File: src/hw/rtl/tdbc_pkg.sv
package tdbc_pkg;

    typedef enum logic [1:0] {
        REQ_CLICK      = 2'd0,
        REQ_HOLD_START = 2'd1,
        REQ_HOLD_TICK  = 2'd2,
        REQ_UNUSED     = 2'd3
    } req_type_t;

    localparam logic [7:0] CFG_HOLD_INTERVAL   = 8'd0;
    localparam logic [7:0] CFG_RESET_THRESHOLD = 8'd1;

    localparam logic [7:0] HOLD_INTERVAL_RESET   = 8'd15;
    localparam logic [7:0] RESET_THRESHOLD_RESET = 8'd20;

    // Brightness bands that set the ramp step size.
    localparam logic [7:0] LEVEL_SLOW_END = 8'd30;
    localparam logic [7:0] LEVEL_MID_END  = 8'd140;
    localparam logic [7:0] LEVEL_FAST     = 8'd190;

    localparam logic [2:0] STEP_SLOW    = 3'd1;
    localparam logic [2:0] STEP_MID     = 3'd2;
    localparam logic [2:0] STEP_UPPER   = 3'd3;
    localparam logic [2:0] STEP_FASTEST = 3'd4;

    localparam logic [7:0] CLICK_SINGLE = 8'd1;
    localparam logic [7:0] CLICK_DOUBLE = 8'd2;

    typedef struct packed {
        logic       on_flag;
        logic [7:0] level;
        logic       ramp_up;
        logic [7:0] last_step_time;
    } tdbc_state_t;

    typedef struct packed {
        logic [1:0] req_type;
        logic [7:0] click_count;
        logic [7:0] now_ms;
    } tdbc_item_t;

    typedef struct packed {
        logic       light_on;
        logic [7:0] brightness;
        logic       advance_animation;
        logic       factory_reset;
    } tdbc_result_t;

endpackage

File: src/hw/rtl/tdbc_core.sv
module tdbc_core import tdbc_pkg::*; (
    input  tdbc_state_t  cur_state,
    input  tdbc_item_t   item,
    input  logic [7:0]   hold_interval_ms,
    input  logic [7:0]   reset_click_threshold,
    output tdbc_state_t  next_state,
    output tdbc_result_t result
);

    logic [7:0] base_level;
    logic       base_ramp;
    logic       do_step;
    logic [7:0] elapsed;
    logic [2:0] step_size;
    logic [8:0] step_sum;
    logic       ramp_dir;
    logic       advance;
    logic       freset;

    assign elapsed = item.now_ms - cur_state.last_step_time;

    always_comb begin
        next_state = cur_state;
        base_level = cur_state.level;
        base_ramp  = cur_state.ramp_up;
        do_step    = 1'b0;
        advance    = 1'b0;
        freset     = 1'b0;
        case (req_type_t'(item.req_type))
            REQ_CLICK: begin
                if (item.click_count == CLICK_SINGLE) begin
                    next_state.on_flag = ~cur_state.on_flag;
                end else if (item.click_count == CLICK_DOUBLE) begin
                    next_state.on_flag = 1'b1;
                    advance            = 1'b1;
                end else if (item.click_count >= reset_click_threshold) begin
                    freset = 1'b1;
                end
            end
            REQ_HOLD_START: begin
                // An off light starts dark and ramps up; an on light reverses.
                if (!cur_state.on_flag) begin
                    base_level = 8'd0;
                    base_ramp  = 1'b1;
                end else begin
                    base_ramp = ~cur_state.ramp_up;
                end
                next_state.on_flag = 1'b1;
                do_step            = 1'b1;
            end
            REQ_HOLD_TICK: begin
                do_step = (elapsed >= hold_interval_ms);
            end
            default: begin
            end
        endcase

        if (base_level < LEVEL_SLOW_END) begin
            step_size = STEP_SLOW;
        end else if (base_level > LEVEL_MID_END && base_level < LEVEL_FAST) begin
            step_size = STEP_UPPER;
        end else if (base_level >= LEVEL_FAST) begin
            step_size = STEP_FASTEST;
        end else begin
            step_size = STEP_MID;
        end

        // The ramp turns round at either end so the level never wraps.
        step_sum = {1'b0, base_level} + {6'd0, step_size};
        if (step_sum[8]) begin
            ramp_dir = 1'b0;
        end else if (base_level < {5'd0, step_size}) begin
            ramp_dir = 1'b1;
        end else begin
            ramp_dir = base_ramp;
        end

        if (do_step) begin
            next_state.ramp_up        = ramp_dir;
            next_state.last_step_time = item.now_ms;
            next_state.level          = ramp_dir ? step_sum[7:0]
                                                 : base_level - {5'd0, step_size};
        end

        result.light_on          = next_state.on_flag;
        result.brightness        = next_state.level;
        result.advance_animation = advance;
        result.factory_reset     = freset;
    end

endmodule

File: src/hw/rtl/touch_dimmer_button_control.sv
// Touch dimmer button control.
// Input items arrive on the s_ stream: s_tuser carries the event kind (click,
// hold start, holding tick), s_tdata the click count and the low byte of the
// millisecond time. Every input item yields exactly one result item on the m_
// stream with the light on flag, the brightness and the two one-item pulses
// advance_animation and factory_reset. Light state lives inside the block.
// The cfg channel writes the hold interval (index 0) and the factory reset
// click threshold (index 1); it is always ready. The user must use it only
// while idle; the block does not enforce this. An item is registered in the
// input register on acceptance and its result then in the result register,
// which raises m_tvalid. The light state is updated in the same cycle that
// loads the result register, which keeps one item per cycle sustained while
// m_tready is high. When the receiver stalls, the result register holds and
// one more item waits in the input register before s_tready drops. Reset
// (aresetn low, synchronous) turns the light off at brightness 0, ramp down,
// last step time 0, and restores register defaults.
module touch_dimmer_button_control import tdbc_pkg::*; (
    input  logic        aclk,
    input  logic        aresetn,
    input  logic        s_tvalid,
    output logic        s_tready,
    input  logic [15:0] s_tdata,   // [7:0] click_count, [15:8] now_ms
    input  logic [1:0]  s_tuser,   // [1:0] req_type
    output logic        m_tvalid,
    input  logic        m_tready,
    output logic [15:0] m_tdata,   // [0] light_on, [8:1] brightness,
                                   // [9] advance_animation, [10] factory_reset
    input  logic        cfg_valid,
    output logic        cfg_ready,
    input  logic [7:0]  cfg_index,
    input  logic [7:0]  cfg_data
);

    logic         in_valid_reg;
    tdbc_item_t   in_item_reg;
    logic         out_valid_reg;
    tdbc_result_t out_result_reg;
    tdbc_state_t  state_reg;
    tdbc_state_t  state_next;
    tdbc_result_t result_next;
    logic [7:0]   hold_interval_reg;
    logic [7:0]   reset_threshold_reg;
    logic         load_out;

    assign load_out  = in_valid_reg && (!out_valid_reg || m_tready);
    assign s_tready  = !in_valid_reg || load_out;
    assign cfg_ready = 1'b1;
    assign m_tvalid  = out_valid_reg;
    assign m_tdata   = {5'd0, out_result_reg.factory_reset,
                        out_result_reg.advance_animation,
                        out_result_reg.brightness, out_result_reg.light_on};

    tdbc_core u_core (
        .cur_state             (state_reg),
        .item                  (in_item_reg),
        .hold_interval_ms      (hold_interval_reg),
        .reset_click_threshold (reset_threshold_reg),
        .next_state            (state_next),
        .result                (result_next)
    );

    always_ff @(posedge aclk) begin
        if (!aresetn) begin
            in_valid_reg        <= 1'b0;
            out_valid_reg       <= 1'b0;
            state_reg           <= '0;
            hold_interval_reg   <= HOLD_INTERVAL_RESET;
            reset_threshold_reg <= RESET_THRESHOLD_RESET;
        end else begin
            if (s_tvalid && s_tready) begin
                in_valid_reg <= 1'b1;
            end else if (load_out) begin
                in_valid_reg <= 1'b0;
            end
            if (load_out) begin
                out_valid_reg <= 1'b1;
                state_reg     <= state_next;
            end else if (m_tready) begin
                out_valid_reg <= 1'b0;
            end
            if (cfg_valid && cfg_ready) begin
                if (cfg_index == CFG_HOLD_INTERVAL) begin
                    hold_interval_reg <= cfg_data;
                end else if (cfg_index == CFG_RESET_THRESHOLD) begin
                    reset_threshold_reg <= cfg_data;
                end
            end
        end
    end

    always_ff @(posedge aclk) begin
        if (s_tvalid && s_tready) begin
            in_item_reg <= {s_tuser, s_tdata[7:0], s_tdata[15:8]};
        end
        if (load_out) begin
            out_result_reg <= result_next;
        end
    end

`ifndef SYNTH
    // The pending result always mirrors the light state it was computed into.
    assert property (@(posedge aclk) disable iff (!aresetn)
        out_valid_reg |-> (out_result_reg.light_on == state_reg.on_flag
                           && out_result_reg.brightness == state_reg.level))
        else $error("result does not match light state");

    assert property (@(posedge aclk) disable iff (!aresetn)
        out_valid_reg |-> !(out_result_reg.advance_animation
                            && out_result_reg.factory_reset))
        else $error("both pulses set in one item");

    assert property (@(posedge aclk) disable iff (!aresetn)
        (in_valid_reg && !load_out) |=> (in_valid_reg && $stable(in_item_reg)))
        else $error("waiting input item lost");

    assert property (@(posedge aclk) disable iff (!aresetn)
        (out_valid_reg && !m_tready) |=> $stable(state_reg))
        else $error("light state moved during a stall");

    assert property (@(posedge aclk) disable iff (!aresetn)
        (out_result_reg.factory_reset && out_valid_reg) |-> out_result_reg.light_on
            == $past(state_reg.on_flag) || !$past(load_out))
        else $error("factory reset changed the light");
`endif

endmodule
File: config.mk
export PLATFORM = sky130hd
export DESIGN_NAME = touch_dimmer_button_control
export DESIGN_NICKNAME = d
export VERILOG_FILES = /design/src/hw/rtl/tdbc_pkg.sv /design/src/hw/rtl/tdbc_core.sv /design/src/hw/rtl/touch_dimmer_button_control.sv
export SDC_FILE = /design/constraint.sdc
export NUM_CORES = 1
export LEC_CHECK = 0
export BUFFER_PORTS_ARGS = -buffer_cell sky130_fd_sc_hd__buf_2
export CAP_MARGIN = 20
export CORE_MARGIN = 4
export CORE_UTILIZATION = 45
export CTS_BUF_LIST = sky130_fd_sc_hd__clkbuf_8
export DETAILED_ROUTE_END_ITERATION = 16
export HOLD_SLACK_MARGIN = 0.03
export PLACE_DENSITY_LB_ADDON = 0.08
export SLEW_MARGIN = 0
export SYNTH_ARGS = -nofsm -noshare
export SYNTH_HDL_FRONTEND = slang
export SYNTH_SLANG_ARGS = --single-unit
export TNS_END_PERCENT = 5
File: constraint.sdc
create_clock -name aclk -period 5.4 [get_ports aclk]
set_input_delay 0 -clock aclk [delete_from_list [all_inputs] [get_ports aclk]]
set_output_delay 0 -clock aclk [all_outputs]
set_load 0.01 [all_outputs]
==> impl_metrics.yaml <==
critical_path:
  critPathRequiredTime_ps: 5460
  worstPathArrival_ps: 4630
  critPathKind: "reg -> reg"
  crit_end: "m_tdata[4]"
  worstReg2RegEnd: "m_tdata[4]"
  start_kind: "flip-flop"
  r2r_start: "in_item_reg[17]"
  cp_max_fo: 8
  r2r_slack_ps: 830
  crit_path_end_kind: "flip-flop"
  r2r_cells: 15
  crit_start: "in_item_reg[17]"
layout:
  drive_above_1_share_pct: 16.1
  final-instance-count-excl-fill: 583
  syn2layout_area_growth_pct: 20.0
  diodes: 0
  final_cell_mix: "51 x buf_2, 37 x inv_1, 36 x dfxtp_1"
  fill_cells: 737
  nets: 547
  final_common_cell: "buf_2"
clocking:
  numClockSinks: 65
  cts_root_buffer: "clkbuf_8"
  h-tree-depth: 3
  cts_tree: "done"
  clk_pin_slew_ps: 70
  clock_latency_ps: 340
  clockBufferDepth: 2
  cts_buffers: 9
  cts_resized: 0
  postCtsSetupBuffers: 0
logic_synthesis:
  async_reset_ff_share_pct: 0
  synth-compound-area-share_pct: 15.9
  synthXorXnorAreaFrac_pct: 1.82
  synth_cell_type_count: 55
  syn_avg_cell_area_sq_um: 9.64
  synth_top_area_share_pct: 22.6
  ys_top_cells_by_area: "edfxtp_1 23%, dfxtp_1 19%, ha_1 10%"
  synth_top_family_by_area: "simple AND/OR/NAND/NOR gates"
  ys_dominant_reg_cell: "dfxtp_1"
  synth-seq-cells: 65
  syn_area_sq_um: 3860
  syn-instance-count: 400
  synth-simple-area-share_pct: 16.3
  synth_fa_ha_area_share_pct: 12.2
  yosysTopAreaCell: "edfxtp_1"
  ys_warn_count: 0
  synth_seq_area_share_pct: 41.3
  synth_edf_count: 29
  muxShareOfSynthArea_pct: 5.84
global_route:
  grt_pass1_wl_microns: 14100
  track_usage_pct: 17.5
  antenna_found_initial: 0
  grt_overflow: 0
  grt_pass1_vias: 2935
  grt_max_degree: 43
detailed_routing:
  drc: 0
  final_antenna_net_count: 0
  num_vias: 3012
  via_per_inst: 5.17
  drt_wl_total_microns: 8470
  first_pass_iters: 4
  drtIter0Drc: 119
  wl_per_cell_microns: 14.5
job:
  drv_cap: 0
floorplanning:
  core_sq_um: 8260
  design.die.area_sq_um: 10100
  die_y_microns: 101
  initial_core_util_pct: 46.7
  die_x_microns: 101
  rows: 33
  io_pins: 58
timing:
  fin_crit_sh_pct: 84.6
  finalSetupTns_ps: 0
  max_freq_ghz: 0.219
  worst_pin_slew_ps: 983
  drv_slew: 0
  setup_violations: 0
  slew_headroom_pct: 34.4
  rsz0062_at_grt: "no"
  hold_viol_final: 0
  skew_ps: 11.5
  layout_min_cycle_time_ps: 4570
run_status:
  status: "finished clean"
power:
  max-vdd-ir-drop_mv: 0.144
  p_leak_nw: 1.93
  pwr_density_cell_nw_per_um2: 256
place:
  dpl.hpwl_microns: 5980
  dp_cells: 539
  gp_congestion: 0.888
  io_buffers: 51
hold_path:
  hold_class: "in -> reg"
-- layer usage --
layer	part of all wire, %	track usage, %	up-vias	wire length [microns]
li1	-	-	1547	-
met1	49	24.0	1390	4150
met2	46	27.7	63	3860
met3	3.6	2.77	12	304
met4	1.7	6.94	0	145
met5	0	0	-	0
-- power breakdown --
| group | leakage, nW | internal [mW] | switching [mW] |
|---|---|---|---|
| Sequential | 0.572 | 0.537 | 0.0183 |
| Combinational | 1.25 | 0.112 | 0.125 |
| Clock | 0.107 | 0.206 | 0.185 |
| Total | 1.93 | 0.854 | 0.329 |
-- area by class of cell --
cell class	instances	area, sq um	area share (%)
clock inverter	7	56.3	1.22
inverter	34	128	2.76
tap	105	131	2.84
multi-input combinational	281	2040	44.1
timing repair buffer	82	558	12.1
clock buffer	9	124	2.68
sequential	65	1590	34.4
-- timing repair --
item	4_1_cts	5_1_grt
endpoints found under the setup margin	0	0
hold buffers	28	0
hold endpoints to repair	36	0
-- synth_stat cells, types with 7 or more instances --
library cell,instances
a21boi_0,8
nor2_1,15
dfxtp_1,36
a21oi_1,18
o21ai_0,25
ha_1,32
nand2_1,35
nor2b_1,23
mux2i_1,21
o21a_1,7
inv_1,34
nand3_1,8
nand2b_1,7
edfxtp_1,29
clkbuf_1,14
-- worst max-delay path, stage by stage (launching register included) --
cell	delay, ps
edfxtp_1	390
inv_1	90
ha_1	320
nand2b_1	110
and3_1	230
and3_1	210
maj3_1	350
o31ai_1	320
ha_1	250
fa_1	190
nor2b_1	190
o211ai_1	130
o32ai_2	730
mux2i_1	440
mux2i_1	230
a21oi_1	90
-- kinds of logic after synthesis --
family,Yosys count
simple gates,119
compound gates,90
flops,65
buf+inv,58
fa+ha+maj,36
mux,22
xor+xnor,8
other cells,2
-- through the flow --
stage               utilization, %  power, mW  worst slack (ps)  instance area [sq um]  hold slack, ps
global route                  56.0       1.25               475                   4630             177
detailed placement            50.5      0.788               879                   4170             178
CTS                           56.0       1.20               819                   4630             136
floorplan                        -      0.723              1100                   3870            98.9
finish                        56.0       1.18               833                   4630             145
global placement              50.5      0.783               985                   4170             176
-- how the worst min path moves through the flow --
stage / slack [ps] / cells after the start / startpoint / to
6_report: 150 / 2 / aresetn / reset_threshold_reg[4]
5_1_grt: 180 / 2 / aresetn / reset_threshold_reg[4]
4_1_cts: 140 / 2 / aresetn / reset_threshold_reg[4]
3_5_place_dp: 180 / 1 / s_tdata[11] / in_item_reg[3]
3_3_place_gp: 180 / 1 / s_tdata[14] / in_item_reg[6]
2_1_floorplan: 100 / 0 / s_tdata[8] / in_item_reg[0]
Note: power is estimated with default switching activity, not from simulation.
